## config.mk

```make
export PLATFORM = sky130hd
export DESIGN_NAME = ctc_greedy_text_decoder_flat
export DESIGN_NICKNAME = d
export VERILOG_FILES = /design/src/rtl/ctc_pkg.sv /design/src/rtl/ctc_stream_if.sv /design/src/rtl/ctc_divider.sv /design/src/rtl/ctc_greedy_text_decoder.sv /design/src/flat_wrapper.sv
export VERILOG_INCLUDE_DIRS = /design/src /design/src/rtl
export SDC_FILE = /design/constraint.sdc
export NUM_CORES = 2
export LEC_CHECK = 0
export BUFFER_PORTS_ARGS = -buffer_cell sky130_fd_sc_hd__buf_2
export CAP_MARGIN = 20
export CORE_AREA = 2 2 315 317
export DETAILED_ROUTE_END_ITERATION = 8
export DIE_AREA = 0 0 317 319
export PLACE_DENSITY = 0.82
export SYNTH_ARGS = -nofsm -noshare
export SYNTH_HDL_FRONTEND = slang
export SYNTH_SLANG_ARGS = --single-unit
```

## constraint.sdc

```tcl
create_clock -name clk -period 12.7 [get_ports clk]
set_input_delay 3.175 -clock clk [delete_from_list [all_inputs] [get_ports clk]]
set_output_delay 3.175 -clock clk [all_outputs]
set_load 0.01 [all_outputs]
```

## src/rtl/ctc_greedy_text_decoder_assert.svh

```systemverilog
// ----------------------------------------------------------------------------
// ctc_greedy_text_decoder_assert
// Assertion macros for the CTC greedy text decoder.
// ----------------------------------------------------------------------------
`ifndef CTC_GREEDY_TEXT_DECODER_ASSERT_SVH
`define CTC_GREEDY_TEXT_DECODER_ASSERT_SVH
`ifndef SYNTHESIS
`define CTC_ASSERT_IMPL(label, clk, rst_n, a, c) \
	label: assert property (@(posedge clk) disable iff (!rst_n) (a) |-> (c)) \
		else $error("ctc assertion failed");
`define CTC_ASSERT_NEXT(label, clk, rst_n, a, c) \
	label: assert property (@(posedge clk) disable iff (!rst_n) (a) |=> (c)) \
		else $error("ctc assertion failed");
`else
`define CTC_ASSERT_IMPL(label, clk, rst_n, a, c)
`define CTC_ASSERT_NEXT(label, clk, rst_n, a, c)
`endif
`endif

```

## src/rtl/ctc_pkg.sv

```systemverilog
// ----------------------------------------------------------------------------
// ctc_pkg
// Shared types and constants of the CTC greedy text decoder.
// ----------------------------------------------------------------------------
package ctc_pkg;
	localparam logic [16:0] ONE_Q16 = 17'd65536;
	localparam logic [16:0] LOG2E_Q16 = 17'd94548;
	localparam logic [15:0] THRESH_RESET = 16'd58982;

	typedef struct packed {
		logic signed [15:0] logit_value;
		logic               row_end;
		logic               sequence_end;
	} in_item_t;

	typedef struct packed {
		logic        char_valid;
		logic [6:0]  char_code;
		logic [15:0] char_prob;
		logic        done_res;
		logic [15:0] mean_confidence;
		logic        text_empty;
	} out_item_t;

	typedef struct packed {
		logic start;
		logic busy;
		logic done;
	} div_ctl_t;

	function automatic logic [16:0] pow2_tab(input logic [4:0] k);
		logic [16:0] v;
		case (k)
			5'd0: v = 17'd65536;  5'd1: v = 17'd62757;  5'd2: v = 17'd60097;
			5'd3: v = 17'd57549;  5'd4: v = 17'd55109;  5'd5: v = 17'd52773;
			5'd6: v = 17'd50535;  5'd7: v = 17'd48393;  5'd8: v = 17'd46341;
			5'd9: v = 17'd44376;  5'd10: v = 17'd42495; 5'd11: v = 17'd40693;
			5'd12: v = 17'd38968; 5'd13: v = 17'd37316; 5'd14: v = 17'd35734;
			5'd15: v = 17'd34219; default: v = 17'd32768;
		endcase
		return v;
	endfunction

	function automatic logic [6:0] class_code(input logic [6:0] k);
		logic [6:0] c;
		if (k == 7'd0 || k > 7'd96) c = 7'd0;
		else if (k <= 7'd10) c = 7'd47 + k;
		else if (k == 7'd44) c = 7'd32;
		else if (k >= 7'd45 && k <= 7'd70) c = k + 7'd20;
		else if (k >= 7'd71) c = k + 7'd26;
		else c = 7'd0;
		return c;
	endfunction
endpackage

```

## src/rtl/ctc_stream_if.sv

```systemverilog
// ----------------------------------------------------------------------------
// ctc_stream_if
// Valid/ready channel carrying one payload of type T.
// ----------------------------------------------------------------------------
interface ctc_stream_if #(parameter type T = logic) (input logic clk);
	logic valid;
	logic ready;
	T     data;
	modport source(output valid, output data, input ready);
	modport sink(input valid, input data, output ready);
	modport monitor(input valid, input data, input ready);
endinterface

```

## src/rtl/ctc_divider.sv

```systemverilog
// ----------------------------------------------------------------------------
// ctc_divider
// Restoring divider, one quotient bit per cycle, 33-bit dividend.
// ----------------------------------------------------------------------------
module ctc_divider
	import ctc_pkg::*;
(
	input  logic        clk,
	input  logic        arst_n,
	input  logic        start,
	input  logic [32:0] dividend,
	input  logic [31:0] divisor,
	output div_ctl_t    ctl,
	output logic [32:0] quotient
);
	logic [32:0] rem_q;
	logic [32:0] quo_q;
	logic [31:0] den_q;
	logic [5:0]  cnt_q;
	logic        busy_q;
	logic        done_q;
	logic [33:0] trial;

	assign trial = {rem_q, quo_q[32]} - {2'b0, den_q};

	always_ff @(posedge clk or negedge arst_n) begin
		if (!arst_n) begin
			busy_q <= 1'b0;
			done_q <= 1'b0;
			cnt_q <= '0;
		end else begin
			done_q <= 1'b0;
			if (start) begin
				busy_q <= 1'b1;
				cnt_q <= 6'd33;
			end else if (busy_q) begin
				cnt_q <= cnt_q - 6'd1;
				if (cnt_q == 6'd1) begin
					busy_q <= 1'b0;
					done_q <= 1'b1;
				end
			end
		end
	end

	always_ff @(posedge clk) begin
		if (start) begin
			rem_q <= '0;
			quo_q <= dividend;
			den_q <= divisor;
		end else if (busy_q) begin
			if (!trial[33]) begin
				rem_q <= trial[32:0];
				quo_q <= {quo_q[31:0], 1'b1};
			end else begin
				rem_q <= {rem_q[31:0], quo_q[32]};
				quo_q <= {quo_q[31:0], 1'b0};
			end
		end
	end

	assign ctl = '{start: start, busy: busy_q, done: done_q};
	assign quotient = quo_q;
endmodule

```

## src/rtl/ctc_greedy_text_decoder.sv

```systemverilog
// Steps: a logit that does not end its row goes through accept, compare, scale, exp and
// update; the first logit of a row and logits past the class limit stop after compare.
// A row end adds the reciprocal, and a sequence end the mean after it; both run one
// quotient bit per cycle through the shared divider. A row end also waits in its output
// step while an earlier result beat has not been taken. A new logit waits for idle.
// Reset: arst_n clears control and row/sequence state, not item_q or the divider's data.
// ----------------------------------------------------------------------------
// ctc_greedy_text_decoder
// Streaming CTC greedy decoder with online softmax confidence.
// ----------------------------------------------------------------------------
`include "ctc_greedy_text_decoder_assert.svh"
module ctc_greedy_text_decoder
	import ctc_pkg::*;
#(
	parameter int MAX_CLASSES = 128,
	parameter int MAX_ROWS = 256
) (
	input  logic clk,
	input  logic arst_n,
	ctc_stream_if.sink   in_ch,
	ctc_stream_if.sink   cfg,
	ctc_stream_if.source out_ch
);
	localparam int CW = $clog2(MAX_CLASSES + 1);
	localparam int RW = $clog2(MAX_ROWS + 1);

	localparam logic [3:0] ST_IDLE = 4'd0;
	localparam logic [3:0] ST_MUL = 4'd1;
	localparam logic [3:0] ST_EXP = 4'd2;
	localparam logic [3:0] ST_UPD = 4'd3;
	localparam logic [3:0] ST_RESC = 4'd4;
	localparam logic [3:0] ST_PDIV = 4'd5;
	localparam logic [3:0] ST_PWAIT = 4'd6;
	localparam logic [3:0] ST_MDIV = 4'd7;
	localparam logic [3:0] ST_MWAIT = 4'd8;
	localparam logic [3:0] ST_OUT = 4'd9;

	logic [3:0]  state_q;
	logic [15:0] thresh_q;
	in_item_t    item_q;

	// Row state.
	logic signed [15:0] row_max_q;
	logic [6:0]  row_argmax_q;
	logic [CW-1:0] class_counter_q;
	logic [31:0] exp_sum_q;
	logic        up_q;
	logic [15:0] diff_q;
	logic [32:0] t_q;
	logic [16:0] e_q;

	// Sequence state.
	logic [7:0]  prev_class_q;
	logic [24:0] emit_sum_q;
	logic [8:0]  emit_cnt_q;
	logic [24:0] row_sum_q;
	logic [8:0]  row_cnt_q;
	logic [15:0] p_q;
	out_item_t   res_q;
	logic        res_valid_q;

	// Shared divider.
	logic        div_start;
	logic [32:0] div_a;
	logic [31:0] div_b;
	div_ctl_t    div_ctl;
	logic [32:0] div_q;

	ctc_divider u_div (
		.clk(clk), .arst_n(arst_n), .start(div_start), .dividend(div_a),
		.divisor(div_b), .ctl(div_ctl), .quotient(div_q)
	);

	// The result register parts the two sides: new logits are taken while a result
	// beat waits, and only the output step of a row holds until it has gone.
	assign in_ch.ready = (state_q == ST_IDLE);
	assign cfg.ready = 1'b1;
	assign out_ch.valid = res_valid_q;
	assign out_ch.data = res_q;

	logic        acc;
	logic signed [16:0] xd;
	logic [16:0] ta, tb, interp;
	logic [28:0] wprod;
	logic [4:0]  fidx;
	logic [11:0] fw;
	logic [48:0] resc;
	logic [6:0]  code;
	logic        emit;
	logic        full_rows;

	assign acc = in_ch.valid && in_ch.ready;
	assign xd = {item_q.logit_value[15], item_q.logit_value} - {row_max_q[15], row_max_q};
	assign fidx = {1'b0, t_q[23:20]};
	assign fw = t_q[19:8];
	assign ta = pow2_tab(fidx);
	assign tb = pow2_tab(fidx + 5'd1);
	assign wprod = (ta - tb) * {5'b0, fw};
	assign interp = ta - wprod[28:12];
	assign resc = exp_sum_q * e_q;
	assign code = class_code(row_argmax_q);
	assign emit = (row_argmax_q != 7'd0) && ({1'b0, row_argmax_q} != prev_class_q)
		&& (code != 7'd0) && (p_q > thresh_q);
	assign full_rows = row_cnt_q >= RW'(MAX_ROWS);

	always_comb begin
		div_start = 1'b0;
		div_a = 33'h1_0000_0000;
		div_b = exp_sum_q;
		if (state_q == ST_PDIV) begin
			div_start = exp_sum_q != 32'd0;
		end else if (state_q == ST_MDIV) begin
			div_start = 1'b1;
			if (emit_cnt_q != 9'd0) begin
				div_a = {8'd0, emit_sum_q};
				div_b = {23'd0, emit_cnt_q};
			end else begin
				div_a = {8'd0, row_sum_q};
				div_b = {23'd0, row_cnt_q};
			end
		end
	end

	always_ff @(posedge clk or negedge arst_n) begin
		if (!arst_n) begin
			thresh_q <= THRESH_RESET;
		end else if (cfg.valid && cfg.ready) begin
			thresh_q <= cfg.data;
		end
	end

	always_ff @(posedge clk) begin
		if (acc) item_q <= in_ch.data;
	end

	always_ff @(posedge clk or negedge arst_n) begin
		if (!arst_n) begin
			state_q <= ST_IDLE;
			res_valid_q <= 1'b0;
			row_max_q <= '0;
			row_argmax_q <= '0;
			class_counter_q <= '0;
			exp_sum_q <= '0;
			prev_class_q <= 8'd255;
			emit_sum_q <= '0;
			emit_cnt_q <= '0;
			row_sum_q <= '0;
			row_cnt_q <= '0;
			up_q <= 1'b0;
			diff_q <= '0;
			t_q <= '0;
			e_q <= '0;
			p_q <= '0;
			res_q <= '0;
		end else begin
			if (out_ch.valid && out_ch.ready) res_valid_q <= 1'b0;
			case (state_q)
				ST_IDLE: begin
					if (acc) state_q <= ST_MUL;
				end
				ST_MUL: begin
					// Classes beyond the limit only contribute their marks.
					if (class_counter_q >= CW'(MAX_CLASSES)) begin
						state_q <= item_q.row_end ? ST_PDIV : ST_IDLE;
					end else if (class_counter_q == '0) begin
						row_max_q <= item_q.logit_value;
						row_argmax_q <= '0;
						exp_sum_q <= 32'(ONE_Q16);
						class_counter_q <= class_counter_q + CW'(1);
						state_q <= item_q.row_end ? ST_PDIV : ST_IDLE;
					end else begin
						up_q <= !xd[16] && xd != 17'd0;
						diff_q <= (!xd[16] && xd != 17'd0) ? xd[15:0] : 16'(-xd);
						state_q <= ST_EXP;
					end
				end
				ST_EXP: begin
					t_q <= {17'd0, diff_q} * {16'd0, LOG2E_Q16};
					state_q <= ST_UPD;
				end
				ST_UPD: begin
					e_q <= (t_q[32:24] >= 9'd17) ? 17'd0 : (interp >> t_q[28:24]);
					state_q <= ST_RESC;
				end
				ST_RESC: begin
					if (up_q) begin
						exp_sum_q <= resc[47:16] + 32'(ONE_Q16);
						row_max_q <= item_q.logit_value;
						row_argmax_q <= 7'(class_counter_q);
					end else begin
						exp_sum_q <= exp_sum_q + {15'd0, e_q};
					end
					class_counter_q <= class_counter_q + CW'(1);
					state_q <= item_q.row_end ? ST_PDIV : ST_IDLE;
				end
				ST_PDIV: begin
					if (exp_sum_q == 32'd0) begin
						p_q <= '0;
						state_q <= ST_OUT;
					end else begin
						state_q <= ST_PWAIT;
					end
				end
				ST_PWAIT: begin
					if (div_ctl.done) begin
						p_q <= (div_q > 33'd65535) ? 16'hFFFF : div_q[15:0];
						state_q <= ST_OUT;
					end
				end
				ST_OUT: begin
					// The result register is reused, so the row waits here until the
					// previous beat has been taken.
					if (!res_valid_q) begin
						res_q.char_valid <= emit;
						res_q.char_code <= emit ? code : 7'd0;
						res_q.char_prob <= emit ? p_q : 16'd0;
						res_q.done_res <= 1'b0;
						res_q.mean_confidence <= '0;
						res_q.text_empty <= 1'b0;
						prev_class_q <= {1'b0, row_argmax_q};
						if (!full_rows) begin
							row_sum_q <= row_sum_q + {9'd0, p_q};
							row_cnt_q <= row_cnt_q + 9'd1;
							if (emit) begin
								emit_sum_q <= emit_sum_q + {9'd0, p_q};
								emit_cnt_q <= emit_cnt_q + 9'd1;
							end
						end
						row_max_q <= '0;
						row_argmax_q <= '0;
						class_counter_q <= '0;
						exp_sum_q <= '0;
						if (item_q.sequence_end) begin
							state_q <= ST_MDIV;
						end else begin
							res_valid_q <= emit;
							state_q <= ST_IDLE;
						end
					end
				end
				ST_MDIV: begin
					state_q <= ST_MWAIT;
				end
				ST_MWAIT: begin
					if (div_ctl.done) begin
						res_q.done_res <= 1'b1;
						res_q.mean_confidence <= (row_cnt_q == 9'd0) ? 16'd0 : div_q[15:0];
						res_q.text_empty <= emit_cnt_q == 9'd0;
						res_valid_q <= 1'b1;
						prev_class_q <= 8'd255;
						emit_sum_q <= '0;
						emit_cnt_q <= '0;
						row_sum_q <= '0;
						row_cnt_q <= '0;
						state_q <= ST_IDLE;
					end
				end
				default: state_q <= ST_IDLE;
			endcase
		end
	end

	// The divider is only started from the two launch states.
	`CTC_ASSERT_IMPL(a_div_start, clk, arst_n, div_ctl.start,
		state_q == ST_PDIV || state_q == ST_MDIV)
	// A waiting result beat stays unchanged until it is taken.
	`CTC_ASSERT_NEXT(a_res_hold, clk, arst_n, res_valid_q && !out_ch.ready,
		res_valid_q && $stable(res_q))
	// A closing result always follows a mean division.
	`CTC_ASSERT_NEXT(a_done_after_wait, clk, arst_n,
		state_q == ST_MWAIT && div_ctl.done, res_valid_q && res_q.done_res)
endmodule

```

## src/flat_wrapper.sv

```systemverilog
// flat-port wrapper written by rule: the top's interface ports become plain ports
module ctc_greedy_text_decoder_flat import ctc_pkg::*;
#(
	parameter int MAX_CLASSES = 128,
	parameter int MAX_ROWS = 256
)
  (clk, arst_n, in_ch_valid, in_ch_data, in_ch_ready, cfg_valid, cfg_data, cfg_ready, out_ch_valid, out_ch_data, out_ch_ready);
  ctc_stream_if #(.T(in_item_t)) in_ch_i (.clk(clk));
  ctc_stream_if #(.T(logic [15:0])) cfg_i (.clk(clk));
  ctc_stream_if #(.T(out_item_t)) out_ch_i (.clk(clk));
  input  logic clk;
  input  logic arst_n;
  input wire logic [$bits(in_ch_i.valid)-1:0] in_ch_valid;
  input wire logic [$bits(in_ch_i.data)-1:0] in_ch_data;
  output wire logic [$bits(in_ch_i.ready)-1:0] in_ch_ready;
  input wire logic [$bits(cfg_i.valid)-1:0] cfg_valid;
  input wire logic [$bits(cfg_i.data)-1:0] cfg_data;
  output wire logic [$bits(cfg_i.ready)-1:0] cfg_ready;
  output wire logic [$bits(out_ch_i.valid)-1:0] out_ch_valid;
  output wire logic [$bits(out_ch_i.data)-1:0] out_ch_data;
  input wire logic [$bits(out_ch_i.ready)-1:0] out_ch_ready;
  assign in_ch_i.valid = in_ch_valid;
  assign in_ch_i.data = in_ch_data;
  assign in_ch_ready = in_ch_i.ready;
  assign cfg_i.valid = cfg_valid;
  assign cfg_i.data = cfg_data;
  assign cfg_ready = cfg_i.ready;
  assign out_ch_valid = out_ch_i.valid;
  assign out_ch_data = out_ch_i.data;
  assign out_ch_i.ready = out_ch_ready;
  ctc_greedy_text_decoder #(.MAX_CLASSES(MAX_CLASSES), .MAX_ROWS(MAX_ROWS)) u_core (.clk(clk), .arst_n(arst_n), .in_ch(in_ch_i), .cfg(cfg_i), .out_ch(out_ch_i));
endmodule
```

==> summary.md <==
| Metric | Value |
|---|---|
| Hold Fails Final Rpt | 0 |
| H-tree depth | 2 |
| RSZ-0062 raised after global routing | false |
| Post-Syn Instances | 6121 |
| Outcome | finished, final reports clean |
| Number of synthesized register bits | 401 |
| Met3 Use GR | 4.49% |
| CP max stage cell | fa_1 |
| CTS Sinks | 401 |
| Gr ovfl total | 0 |
| Setup_tns | 0 ps |
| Fin crit period | 11880 ps |
| Max frequency | 0.0841 GHz |
| Antenna violation net count after detailed routing | 0 |
| IO buf count | 82 |
| Yosys cell types | 101 |
| Top_reg_cell synth | dfrtp_1 |
| Routing usage on met1 | 36.2% |
| Reg2Reg Setup Slack | 820 ps |
| Commonest cells in the netlist | nand2_1 (1007), inv_1 (921), fa_1 (713) |
| Setup violators final | 0 |
| CP arrival | 12400 ps |
| Crit path capture type | flip-flop |
| Area of the core | 97700 µm² |
| Post-CTS setup buffer count | 0 |
| Hold Crit Class | reg -> reg |
| Hold path depth | 2 |
| Total Nets Final | 7276 |
| Max Cap Viol | 0 |
| HP Start | u_core.prev_class_q[7] |
| Slowest stage delay, CP | 540 ps |
| Share of the synthesized area in the top cell type | 26.7% |
| Skew-Pair Late Insertion Delay | 610 ps |
| Worst setup startpoint | u_core.t_q[20] |
| Share of cells above drive strength 1 | 6.21% |
| WP data required | 13210 ps |
| Critical R2R Launch | u_core.t_q[20] |
| Pins over their slew limit | 0 |
| Die W | 317 µm |
| CP startpoint kind | flip-flop |
| Max Buffers Root-to-Sink | 3 |
| Reg2reg end | u_core.e_q[0] |
| First-pass GRT wire length | 228 mm |
| Most common cell in the synthesized netlist | nand2_1 |
| Largest net degree at the start of global routing | 139 |
| Initial Util | 54.7% |
| Hold Path End | u_core.prev_class_q[7] |
| Fin crit share | 93.6% |
| Filler cell count | 8205 |
| Routed wire length per instance | 18.9 µm |
| HPWL Detailed | 105 mm |
| Clock skew | 24.5 ps |
| GRT Util Overall | 28.0% |
| Max-slew headroom | 18.7% |
| Total vias in the final route | 43239 |
| Syn nets | 7347 |
| Met2 Use GR | 46.8% |
| Worst Max-Slew Pin Slew | 1210 ps |
| Initial DRC Count | 3693 |
| DR pass1 iterations | 8 |
| CTS root buf | clkbuf_16 |
| Rows | 115 |
| Grt peak-use layer | met2 |
| Drt total wl | 139 mm |
| Initial antenna violation count | 1 |
| R2R depth | 54 |
| Leading post-synthesis cells by cell area | fa_1 (27%), dfrtp_1 (13%), ha_1 (11%) |
| Placed cells | 7284 |
| Critical-path maximum fanout | 16 |
| Drt drc | 0 |
| Final non-filler cell total | 7378 |
| Register Area | 10300 µm² |
| Die area | 101000 µm² |
| Synth warn | 0 |
| Post-Syn Area | 53500 µm² |
| Post-DR vias/cell | 5.86 |
| Vias in the first global route | 44786 |
| Layout Area Growth over Synthesis | 6.28% |
| Crit Path Category | reg -> reg |
| Number of flops mapped to enable cells by yosys | 83 |
| Die Ht | 319 µm |
| CTS buffer count | 48 |
| Yosys top cell by area | fa_1 |
| Area of the multi-input gates | 38700 µm² |
| Post-Syn Area per Cell | 8.74 µm² |
| Sequential share of the synthesized area | 19.3% |
| Cts hold-fix bufs | 0 |
| Routability cong. | 0.954 |
| Asr flop ratio synth | 71.1% |
| CTS clock-pin slew for the worst setup and hold paths | 60 ps |
| Io pins | 84 |
| CTS tree | built |
==> cell usage in the layout (no fill, tap or decap), types with 89 or more instances in the layout <==
master | synthesis | final
a21oi_1 | 222 | 218
and2_1 | 221 | 221
buf_4 | 1 | 104
dfrtp_1 | 268 | 266
fa_1 | 713 | 713
ha_1 | 474 | 474
inv_1 | 921 | 920
nand2_1 | 1007 | 1007
nand3_1 | 130 | 128
nor2_1 | 267 | 267
o21ai_0 | 340 | 338
xnor2_1 | 131 | 128
xor2_1 | 90 | 89
==> logic make-up (layout without fill, tap and decap cells) <==
logic type	after synthesis	after routing	share of synthesized area, %
buf+inv	1233	1202	8.67
flops	401	401	19.3
compound gates	1025	1025	12.2
simple gates	1982	1982	16.9
other cells	1	2	0.00701
xor+xnor	223	223	3.68
fa+ha+maj	1187	1187	37.8
mux	69	69	1.47
==> what timing repair did <==
item | in CTS | in global routing
resized for setup | 0 | 18
endpoints found under the hold margin | 0 | 0
endpoints found under the setup margin | 0 | 17
==> worst max-delay path: cells and delay by family (launching register included) <==
family	cells	cell delay [ps]
AO/OA/AOI/OAI	28	4980
adder cells (fa/ha/maj)	11	4210
AND/OR/NAND/NOR	6	1150
buffers and inverters	7	690
flip-flops	1	370
XOR/XNOR	1	190
multiplexers	1	150
==> area by class of cell <==
cell class	count	share of cell area [%]
Tap cell	1287	2.83
Timing Repair Buffer	188	2.17
Clock buffer	65	2.35
Clock inverter	25	0.381
Inverter	924	6.10
Sequential cell	401	18.1
Antenna cell	1	0.00440
Multi-Input combinational cell	4487	68.0
==> routing by layer <==
layer / part of all wire (%) / vias to the layer above
met3: 8.0 / 387
li1: - / 19673
met5: 0 / -
met1: 40 / 21401
met2: 48 / 1778
met4: 4.4 / 0
==> metrics by stage <==
| step | area, µm² | worst slack, ps | utilization [%] | hold slack [ps] |
|---|---|---|---|---|
| detailed placement | 55200 | 288 | 56.5 | 452 |
| global placement | 55200 | 571 | 56.5 | 447 |
| global route | 56800 | 11.0 | 58.2 | 487 |
| CTS | 56700 | 224 | 58.1 | 463 |
| finish | 56800 | 816 | 58.2 | 466 |
| floorplan | 53500 | 822 | - | 439 |
==> worst max path at each step <==
| stage | endpoint | slack (ps) |
|---|---|---|
| CTS | u_core.e_q[0] | 220 |
| detailed placement | u_core.e_q[10] | 290 |
| floorplan | u_core.e_q[0] | 820 |
| global route | u_core.e_q[0] | 10 |
| global placement | u_core.e_q[2] | 570 |
| finish | u_core.e_q[0] | 820 |
==> flip-flops by register name, indices dropped and copies added, names as in the netlist, 4 cells and up <==
name and flops:
u_core.emit_cnt_q 9, u_core.row_cnt_q 9, u_core.e_q 17, u_core.u_div.rem_q 33, u_core.class_counter_q 8, u_core.thresh_q 16
u_core.t_q 25, u_core.row_argmax_q 7, u_core.row_max_q 16, u_core.p_q 16, u_core.u_div.quotient 33, u_core.u_div.den_q 32
u_core.prev_class_q 8, u_core.out_ch.data 42, u_core.emit_sum_q 25, u_core.item_q 18, u_core.u_div.cnt_q 6, u_core.exp_sum_q 32
u_core.row_sum_q 25, u_core.diff_q 16, u_core.state_q 4
Power is left out: the tool's default activity adds up to more than one toggle a clock period on the data nets, which glitch-free logic cannot reach.
